`config.mk`:
```
export PLATFORM = sky130hd
export DESIGN_NAME = ersd_cell
export DESIGN_NICKNAME = d
export VERILOG_FILES = /design/src/rtl/core/ersd_pkg.sv /design/src/rtl/core/ersd_cell.sv
export SDC_FILE = /design/constraint.sdc
export NUM_CORES = 1
export LEC_CHECK = 0
export ABC_AREA = 1
export BUFFER_PORTS_ARGS = -buffer_cell sky130_fd_sc_hd__buf_2
export CAP_MARGIN = 40
export CORE_ASPECT_RATIO = 0.5
export CORE_MARGIN = 4
export CORE_UTILIZATION = 46
export CTS_CLUSTER_DIAMETER = 50
export CTS_CLUSTER_SIZE = 30
export DETAILED_ROUTE_END_ITERATION = 12
export PLACE_DENSITY = 0.82
export SYNTH_ARGS = -nofsm -noshare
export SYNTH_HDL_FRONTEND = slang
export SYNTH_SLANG_ARGS = --single-unit
```
`constraint.sdc`:
```
create_clock -name clk -period 4.05 [get_ports clk]
set_clock_uncertainty 0.15 [all_clocks]
set_input_delay 0.2025 -clock clk [delete_from_list [all_inputs] [get_ports clk]]
set_output_delay 0.2025 -clock clk [all_outputs]
set_load 0.01 [all_outputs]
```
`src/rtl/core/ersd_pkg.sv`:
```
// shared constants and types for the reversed edge sorter
// field widths, parameter defaults and the per-cycle operation bundle
// no dependencies
package ersd_pkg;

  localparam int NODE_W = 20;
  localparam int TIE_W = 8;
  localparam int CNT_W = 7;
  localparam int WIDE_W = 32;
  localparam int IN_DATA_W = 48;
  localparam int OUT_DATA_W = 56;

  localparam int MAX_EDGES_DEF = 64;
  localparam int NODE_BITS_DEF = 20;

  typedef struct packed {
    logic insert;
    logic merge;
    logic pop;
  } ersd_op_t;

endpackage

```
`src/rtl/core/ersd_cell.sv`:
```
// one cell of the sorted insertion chain: key, tie byte, count and valid
// depends on ersd_pkg
module ersd_cell #(
  parameter int KEY_W = 2 * ersd_pkg::NODE_BITS_DEF,
  parameter int MAX_EDGES = ersd_pkg::MAX_EDGES_DEF
) (
  input  logic                         clk,
  input  logic                         rst,
  input  ersd_pkg::ersd_op_t           op,
  input  logic [KEY_W-1:0]             in_key,
  input  logic [ersd_pkg::TIE_W-1:0]   in_tie,
  input  logic                         prev_gt,
  input  logic [KEY_W-1:0]             prev_key,
  input  logic [ersd_pkg::TIE_W-1:0]   prev_tie,
  input  logic [ersd_pkg::CNT_W-1:0]   prev_count,
  input  logic                         prev_valid,
  input  logic [KEY_W-1:0]             next_key,
  input  logic [ersd_pkg::TIE_W-1:0]   next_tie,
  input  logic [ersd_pkg::CNT_W-1:0]   next_count,
  input  logic                         next_valid,
  output logic                         gt,
  output logic                         eq,
  output logic [KEY_W-1:0]             key,
  output logic [ersd_pkg::TIE_W-1:0]   tie,
  output logic [ersd_pkg::CNT_W-1:0]   count,
  output logic                         valid
);

  logic can_bump;

  assign gt = !valid || (key > in_key);
  assign eq = valid && (key == in_key);
  assign can_bump = count < ersd_pkg::CNT_W'(MAX_EDGES);

  always_ff @(posedge clk) begin
    if (rst) begin
      valid <= 1'b0;
    end else if (op.pop) begin
      valid <= next_valid;
    end else if (op.insert && gt) begin
      valid <= prev_gt ? prev_valid : 1'b1;
    end
  end

  always_ff @(posedge clk) begin
    if (op.pop) begin
      key   <= next_key;
      tie   <= next_tie;
      count <= next_count;
    end else if (op.insert && gt) begin
      if (prev_gt) begin
        key   <= prev_key;
        tie   <= prev_tie;
        count <= prev_count;
      end else begin
        key   <= in_key;
        tie   <= in_tie;
        count <= ersd_pkg::CNT_W'(1);
      end
    end else if (op.merge && eq && can_bump) begin
      count <= count + ersd_pkg::CNT_W'(1);
    end
  end

endmodule

```
==> qor.yml, run 1 <==
drt:
  drtAntennaViolNets: 0
  viasPerCell: 4.89
  vias: 4219
  drt_iter0_markers: 236
  wl_met1_um: 5070
  top_layer: "met4"
  dr.pass1.iters: 5
  met2_length_um: 6050
  met3_length_um: 714
  drt-total-wl_um: 12000
  drc: 0
  wire_per_inst_um: 13.9
layout:
  seqCellArea_um2: 1670
  final_cell_count_no_fill: 863
  multi_input_area_um2: 2130
  nNetsFinal: 952
  layout_common_cells: "buf_2, nand2_1, a21oi_1"
  syn_to_final_growth_pct: 33.2
  final_common_cell: "buf_2"
  n_fill_cell: 814
  drive_gt1_frac: 0.334
  n_antenna_cell: 0
pwr:
  clkPwrFrac: 0.256
  worst_ir_drop_vdd_uv: 175
  power_frac_seq: 0.453
  p_int_mw: 1.15
  pwr-share-comb: 0.291
  swShare: 0.303
  power.density_nw_per_um2: 300
  total_power_mw: 1.65
  leakage_nw: 2.90
  switching_power_mw: 0.498
clock_tree:
  numCtsBuffers: 5
  cts-htree-levels: 2
  path_clk_slew_ns: 0.07
  tritoncts: "built"
  clockRootBuffer: "clkbuf_16"
  cts.sinks: 56
  cts_setup_buffers: 0
  cts_buffer_depth: 2
  clock_latency_ns: 0.29
timing:
  tns_ns: 0
  finalHoldViolCount: 0
  max_freq_mhz: 358
  finalCritPeriodShare: 0.690
  final.setup.worst_slack_ns: 1.26
  rsz0062_at_grt: "no"
  holdWs_ns: 0.0399
  slew_viol_final: 0
  worstMarginPinSlew_ns: 0.733
  relSlewSlack: 0.511
  period_needed_ns: 2.79
  finalSetupViolations: 0
hold_path:
  hp-class: "input port to register"
  hold_path_depth: 3
synth:
  yosys.area.top_type: "edfxtp_1"
  yosysWarnings: 0
  yosys.area.top_type_share: 0.400
  netlist_top_cells_area: "edfxtp_1, a21oi_1, ha_1"
  ys_types: 31
  synth_area_um2: 4120
  synth.avg_cell_area_um2: 7.77
  syn_inst: 531
  ys_seq_area_frac: 0.405
  ys_ff_latch: 56
  syn-num-nets: 738
placement:
  dp_cells: 854
  dp_hpwl_um: 9400
  gp_congestion: 0.838
  io_buffers: 223
  place_ws_ns: 1.24
setup_path:
  path_max_fanout: 49
  crit_chain: "ha_1, nand2_1, nor2_2, nand2_2, nor2_4, nand2_1, nor2_2, nor2_2, nand3_4, nand3_4, nand2_4"
  arrival_ns: 2.56
  cp-start-kind: "register"
  reg2reg_depth: 11
  path_common_cell: "nor2_2"
  cp_slowest_cell: "nand2_4"
  required_ns: 3.82
  end_kind: "register"
  cpPeakStageDelay_ns: 0.55
  crit_type: "register to register"
floorplan:
  die_h_um: 75.0
  die_area_um2: 10600
  placementRows: 24
  start_util: 0.474
  io_pins: 224
  die_width_um: 142
  coreArea_um2: 8710
global_routing:
  antenna_found_initial: 0
  grt_start_max_net_pins: 57
  grt_pass1_wl_um: 18100
  grt_usage: 0.211
  grt_overflow_total: 0
  grt_pass1_vias: 3919
outcome:
  status: "finished, final reports clean"
job:
  drv_cap: 0
-- cell type report --
cell class / instances / share of cell area
inverters: 62 / 0.0424
clock inverters: 1 / 0.000911
clock buffers: 7 / 0.0241
well taps: 117 / 0.0267
flip-flops and latches: 56 / 0.304
repair buffers: 231 / 0.215
multi-input cells: 389 / 0.387
-- metal layers --
layer,up-vias,GRT usage
met4,0,0.0543
met1,1874,0.259
met5,-,0
met2,123,0.387
met3,18,0.0451
li1,2204,-
-- repair_timing --
| item | in CTS | in global routing |
|---|---|---|
| setup endpoints to repair | 0 | 0 |
| hold buffers | 1 | 0 |
| gates resized for setup | 0 | 0 |
| endpoints found under the hold margin | 1 | 0 |
-- registers in the layout, indices dropped and copies added, names as in the netlist --
signal / cells
tie: 8
key: 40
count: 7
valid: 1
-- final timing paths --
check	start	end	slack [ns]
max	key[39]$_DFFE_PP_	key[24]$_DFFE_PP_	1.26
min	next_count[0]	count[0]$_DFFE_PP_	0.04
max reg2reg	key[39]$_DFFE_PP_	key[24]$_DFFE_PP_	1.26
min reg2reg	valid$_SDFFE_PP0P_	valid$_SDFFE_PP0P_	0.47
-- metrics by stage --
step,util,cell area [µm²]
global placement,0.614,5350
detailed placement,0.614,5350
finish,0.631,5490
floorplan,-,4120
global route,0.631,5490
CTS,0.631,5490
-- worst max-delay path, delay by kind of cell, from the launching register on --
kind / cells / cell delay, ns
adder cells (fa/ha/maj): 1 / 0.32
flip-flops: 1 / 0.39
AND/OR/NAND/NOR: 10 / 1.52
-- power by group through the flow --
| stage | combinational [mW] | clock, mW | sequential [mW] |
|---|---|---|---|
| CTS | 0.482 | 0.435 | 0.747 |
| detailed placement | 0.478 | 0 | 0.760 |
| floorplan | 0.239 | 0 | 0.786 |
| global route | 0.543 | 0.455 | 0.754 |
| finish | 0.479 | 0.422 | 0.747 |
| global placement | 0.469 | 0 | 0.754 |
-- synthesized netlist by cell type --
| master | n |
|---|---|
| a21boi_2 | 1 |
| a21o_1 | 2 |
| a21oi_1 | 110 |
| a21oi_2 | 1 |
| a31oi_1 | 1 |
| and3b_1 | 1 |
| buf_1 | 3 |
| buf_2 | 2 |
| clkbuf_1 | 18 |
| clkbuf_2 | 1 |
| dfxtp_1 | 1 |
| edfxtp_1 | 55 |
| ha_1 | 41 |
| inv_1 | 61 |
| inv_2 | 1 |
| nand2_1 | 128 |
| nand2_2 | 2 |
| nand2_4 | 1 |
| nand3_1 | 13 |
| nand3_4 | 2 |
| nand3b_1 | 1 |
| nand4_1 | 9 |
| nand4_2 | 1 |
| nor2_1 | 61 |
| nor2_2 | 3 |
| nor2_4 | 1 |
| nor3_1 | 1 |
| o21ai_0 | 3 |
| o311ai_0 | 1 |
| xnor2_1 | 2 |
| xor2_1 | 3 |
-- logic make-up after synthesis --
kind of cell / Yosys count / synth area share
and+or+nand+nor: 224 / 0.231
xor gates and xnor gates: 5 / 0.0106
AOI/OAI and AO/OA: 119 / 0.149
buffers and inverters: 86 / 0.0792
DFF: 56 / 0.405
adders and majority gates: 41 / 0.124
Power figures use the tool's default switching activity.
==> inputs of run 2 (changes only) <==
Clock period 4.05 ns to 2.6 ns, I/O delays scaled along.
==> run 2 against run 1 <==
Register-to-register slack got worse by 1.1 ns. Count of clock-buffer cells in the layout rose by 1. Total power rose by 62%. Wire length rose by 5.4%. Critical path depth rose by 1. Combinational power rose by 66%. Sequential share of layout area fell by 1.2 points. Via count rose by 6.0%. Hold slack got worse by 0.036 ns. Core utilization rose by 2.5 points. Critical path type unchanged. Largest power group unchanged. Highest routed layer unchanged.
==> qor.yml, run 2 (synthesized netlist as in run 1, its figures left out) <==
outcome:
  status: "finished, final reports clean"
setup_path:
  path_max_fanout: 8
  timing.rr.end: "count[1]$_DFFE_PP_"
  required_ns: 2.50
  crit_path_end: "count[1]$_DFFE_PP_"
  reg2reg_from: "key[7]$_DFFE_PP_"
  end_kind: "register"
  cp-start-kind: "register"
  r2r_setup_slack_ns: 0.12
  arrival_ns: 2.38
  reg2reg_depth: 12
  crit_type: "register to register"
  crit_start: "key[7]$_DFFE_PP_"
global_routing:
  grt_overflow_total: 0
  antenna_found_initial: 0
  grt_start_max_net_pins: 57
  grt_pass1_vias: 4162
  grt_pass1_wl_um: 19000
  grt_usage: 0.223
placement:
  dp_cells: 856
  gp_congestion: 0.906
  place_area_um2: 5410
  dp_hpwl_um: 9520
  io_buffers: 223
  place_ws_ns: 0.0769
floorplan:
  die_area_um2: 10600
  die_width_um: 142
  die_h_um: 75.0
  placementRows: 24
  coreArea_um2: 8710
  start_util: 0.474
  io_pins: 224
drt:
  drtAntennaViolNets: 0
  drt-total-wl_um: 12700
  drc: 0
  drt_iter0_markers: 213
  wl_met1_um: 5170
  wire_per_inst_um: 14.5
  top_layer: "met4"
  met2_length_um: 6390
  dr.pass1.iters: 5
  viasPerCell: 5.12
  met3_length_um: 854
  vias: 4471
clock_tree:
  clock_latency_ns: 0.29
  clockRootBuffer: "clkbuf_16"
  path_clk_slew_ns: 0.07
  numCtsBuffers: 5
  cts-htree-levels: 2
  cts.sinks: 56
  cts_buffer_depth: 2
  tritoncts: "built"
layout:
  n_fill_cell: 758
  largest-register: "key"
  layout_common_cells: "buf_2, nand2_1, a21oi_1"
  syn_to_final_growth_pct: 38.5
  nNetsFinal: 963
  drive_gt1_frac: 0.343
  n_antenna_cell: 0
  final_util: 0.656
  fin_area_um2: 5710
  final_cell_count_no_fill: 874
  reg_top3: "key (40), tie (8), count (7)"
  final_common_cell: "buf_2"
  largest_reg_flops: 40
timing:
  max_freq_mhz: 403
  period_needed_ns: 2.48
  slew_viol_final: 0
  finalCritPeriodShare: 0.955
  final.setup.worst_slack_ns: 0.118
  relSlewSlack: 0.561
  finalSetupViolations: 0
  tns_ns: 0
  finalHoldViolCount: 0
  rsz0062_at_grt: "yes"
  holdWs_ns: 0.00403
  worstMarginPinSlew_ns: 0.657
hold_path:
  hp-class: "input port to register"
pwr:
  leakage_nw: 2.98
  total_power_mw: 2.66
  worst_ir_drop_vdd_uv: 269
  power.density_nw_per_um2: 467
job:
  drv_cap: 0
==> run 2: cell count changes in the layout (fill, tap and decap cells not counted), moves of 2 or more <==
cell / delta
dlygate4sd3_1: +7
buf_12: +3
nor2_1: -3
nor2_2: +3
clkbuf_8: +2
==> run 2: cell type report <==
class	instances	area, µm²	area share
inverter	62	233	0.0408
timing repair buffer	242	1330	0.234
tap	117	146	0.0256
multi-input combinational	389	2170	0.380
clock buffer	8	156	0.0274
sequential	56	1670	0.293
==> run 2: worst min-delay path by stage <==
stage                 start            endpoint  slack [ns]  depth (start not counted)
6_report        next_tie[1]    tie[1]$_DFFE_PP_       0.004                          3
5_1_grt        next_key[17]   key[17]$_DFFE_PP_       0.009                          3
4_1_cts         next_key[9]    key[9]$_DFFE_PP_       0.001                          3
3_5_place_dp            rst  valid$_SDFFE_PP0P_        0.15                          2
3_3_place_gp            rst  valid$_SDFFE_PP0P_        0.15                          2
2_1_floorplan           rst  valid$_SDFFE_PP0P_        0.04                          1
==> run 2: timing repair <==
item / in CTS / in global routing
hold buffers: 8 / 0
resized for setup: 0 / 7
endpoints found under the hold margin: 8 / 0
setup endpoints to repair: 0 / 57
buffers inserted: 0 / 1
==> run 2: where the power goes <==
group | total (mW) | internal [mW] | switching (mW)
clock network | 0.711 | 0.411 | 0.300
registers | 1.16 | 1.11 | 0.0513
logic | 0.794 | 0.349 | 0.444
==> run 2: metal layers <==
metal / vias to the layer above / track usage
li1: 2228 / -
met2: 173 / 0.422
met4: 0 / 0.0553
met1: 2036 / 0.265
met3: 34 / 0.0476
met5: - / 0
==> run 2: worst max-delay path: stages, from the launching register on <==
cell and delay, ns:
edfxtp_1 0.38, ha_1 0.33, a21oi_1 0.15, nand3_1 0.08, a21oi_1 0.26, nor2_2 0.06
nor2_2 0.15, nand3_4 0.15, nand3_4 0.18, buf_4 0.17, nand2_1 0.06, nand3_1 0.07
nand2_1 0.05
==> inputs of run 3 (changes only) <==
Settings changed: CORE_UTILIZATION 46 to 41, PLACE_DENSITY 0.82 to 0.77.
Clock period 2.6 ns to 2.2 ns, I/O delays scaled along.
==> run 3 against run 2 <==
Critical endpoint is now count[3]$_DFFE_PP_. Hold slack worse by 0.0017 ns. Via count is 5.1% higher. Total power is 27% higher. Combinational power is 50% higher. Setup slack worse by 0.47 ns. The flow now finishes with violations (setup timing). Global-route usage is 0.53 points lower.
==> qor.yml, run 3 (synthesized netlist as in run 1, its figures left out) <==
global_routing:
  grt_pass1_vias: 4396
  gr-max-usage-layer: "met2"
  antenna_found_initial: 0
  grt_use_met2: 0.405
  grt_usage: 0.218
  use_met1: 0.262
  grt_start_max_net_pins: 57
  grt_util_met3: 0.0319
  grt_pass1_wl_um: 20700
  grt_overflow_total: 0
floorplan:
  placementRows: 25
  coreArea_um2: 9630
  start_util: 0.428
  die_area_um2: 11800
  die_width_um: 150
  die_h_um: 78.9
  io_pins: 224
placement:
  place_ws_ns: -0.227
  gp_congestion: 0.822
  io_buffers: 223
  place_area_um2: 5590
  dp_hpwl_um: 10200
setup_path:
  arrival_ns: 2.45
  cp_slowest_cell: "edfxtp_1"
  reg2reg_from: "key[39]$_DFFE_PP_"
  end_kind: "register"
  crit_path_end: "count[3]$_DFFE_PP_"
  cpPeakStageDelay_ns: 0.46
  required_ns: 2.10
  crit_chain: "ha_4, buf_6, a21oi_2, o21ai_1, nor2_1, nand2_1, nor2_4, nand3_4, nand3_4, buf_6, buf_12, nand2_1, nand3_2, nand2_1"
  crit_start: "key[39]$_DFFE_PP_"
  reg2reg_depth: 14
  path_max_fanout: 4
  crit_type: "register to register"
  path_common_cell: "nand2_1"
  r2r_setup_slack_ns: -0.35
  timing.rr.end: "count[3]$_DFFE_PP_"
  cp-start-kind: "register"
timing:
  rsz0062_at_grt: "yes"
  max_freq_mhz: 393
  finalHoldViolCount: 0
  worstMarginPinSlew_ns: 0.619
  final.setup.worst_slack_ns: -0.347
  finalCritPeriodShare: 1.16
  relSlewSlack: 0.587
  period_needed_ns: 2.55
  holdWs_ns: 0.00229
  finalSetupViolations: 65
  slew_viol_final: 0
job:
  drv_cap: 0
clock_tree:
  numCtsBuffers: 5
  cts-htree-levels: 2
  clock_latency_ns: 0.30
  cts.sinks: 56
  path_clk_slew_ns: 0.08
  clockRootBuffer: "clkbuf_16"
  tritoncts: "built"
  cts_buffer_depth: 2
drt:
  wire_per_inst_um: 15.4
  viasPerCell: 4.98
  drt-total-wl_um: 14500
  drtAntennaViolNets: 0
  dr.pass1.iters: 5
  vias: 4698
  drt_iter0_markers: 276
  drc: 0
layout:
  nNetsFinal: 1015
  drive_gt1_frac: 0.419
  n_antenna_cell: 0
  multi_input_area_um2: 2470
  largest_reg_flops: 40
  fin_area_um2: 6550
  largest-register: "key"
  final_util: 0.680
  layout_common_cells: "buf_2, nand2_1, a21oi_1"
  reg_top3: "key (40), tie (8), count (7)"
  final_common_cell: "buf_2"
  seqCellArea_um2: 1670
  syn_to_final_growth_pct: 58.9
  n_fill_cell: 774
hold_path:
  hp-class: "input port to register"
  hold_path_depth: 3
pwr:
  power.density_nw_per_um2: 518
  worst_ir_drop_vdd_uv: 391
  leakage_nw: 3.29
outcome:
  violations: "setup timing"
  status: "finished with violations"
[run 3: how the worst min path moves through the flow]
stage	endpoint	startpoint
3_5_place_dp	valid$_SDFFE_PP0P_	rst
3_3_place_gp	valid$_SDFFE_PP0P_	rst
5_1_grt	tie[4]$_DFFE_PP_	next_tie[4]
6_report	key[30]$_DFFE_PP_	next_key[30]
4_1_cts	tie[7]$_DFFE_PP_	next_tie[7]
2_1_floorplan	valid$_SDFFE_PP0P_	rst
[run 3: critical path: cells and delay by family, from the launching register on]
| family | cells | cell delay, ns |
|---|---|---|
| flip-flops | 1 | 0.46 |
| adder cells (fa/ha/maj) | 1 | 0.30 |
| AND/OR/NAND/NOR | 8 | 0.85 |
| buffers and inverters | 3 | 0.34 |
| AO/OA/AOI/OAI | 2 | 0.19 |
[run 3: timing repair]
action | 4_1_cts | 5_1_grt
hold buffers | 23 | 0
setup endpoints to repair | 65 | 65
cloned | 3 | 0
resized for setup | 26 | 48
buffers inserted | 10 | 12
endpoints found under the hold margin | 23 | 0
pin swaps | 17 | 31
[run 3: area by class of cell]
| cell class | instances | share of cell area |
|---|---|---|
| Multi-Input combinational cell | 389 | 0.377 |
| Timing Repair Buffer | 294 | 0.284 |
| Clock buffer | 5 | 0.0191 |
| Clock inverter | 3 | 0.00286 |
| Inverter | 62 | 0.0359 |
| Sequential cell | 56 | 0.255 |
| Tap cell | 135 | 0.0258 |
[run 3: through the flow]
step           cells  total power [mW]  setup TNS, ns
2_1_floorplan    531              1.89          -8.27
3_3_place_gp     891              2.31          -8.99
3_5_place_dp     891              2.34         -12.90
4_1_cts          935              3.27         -10.35
5_1_grt          944              3.59         -23.72
6_report         944              3.39         -17.61
[run 3: power by group]
part           switching, mW  internal, mW  total (mW)
combinational          0.616         0.575        1.19
clock                  0.394         0.420       0.813
sequential            0.0768          1.31        1.39
total                   1.09          2.31        3.39
[run 3: routing by layer]
| metal | part of all wire | wire (µm) |
|---|---|---|
| met1 | 0.39 | 5680 |
| met2 | 0.53 | 7720 |
| met3 | 0.055 | 802 |
| met4 | 0.024 | 347 |
| met5 | 0 | 0 |
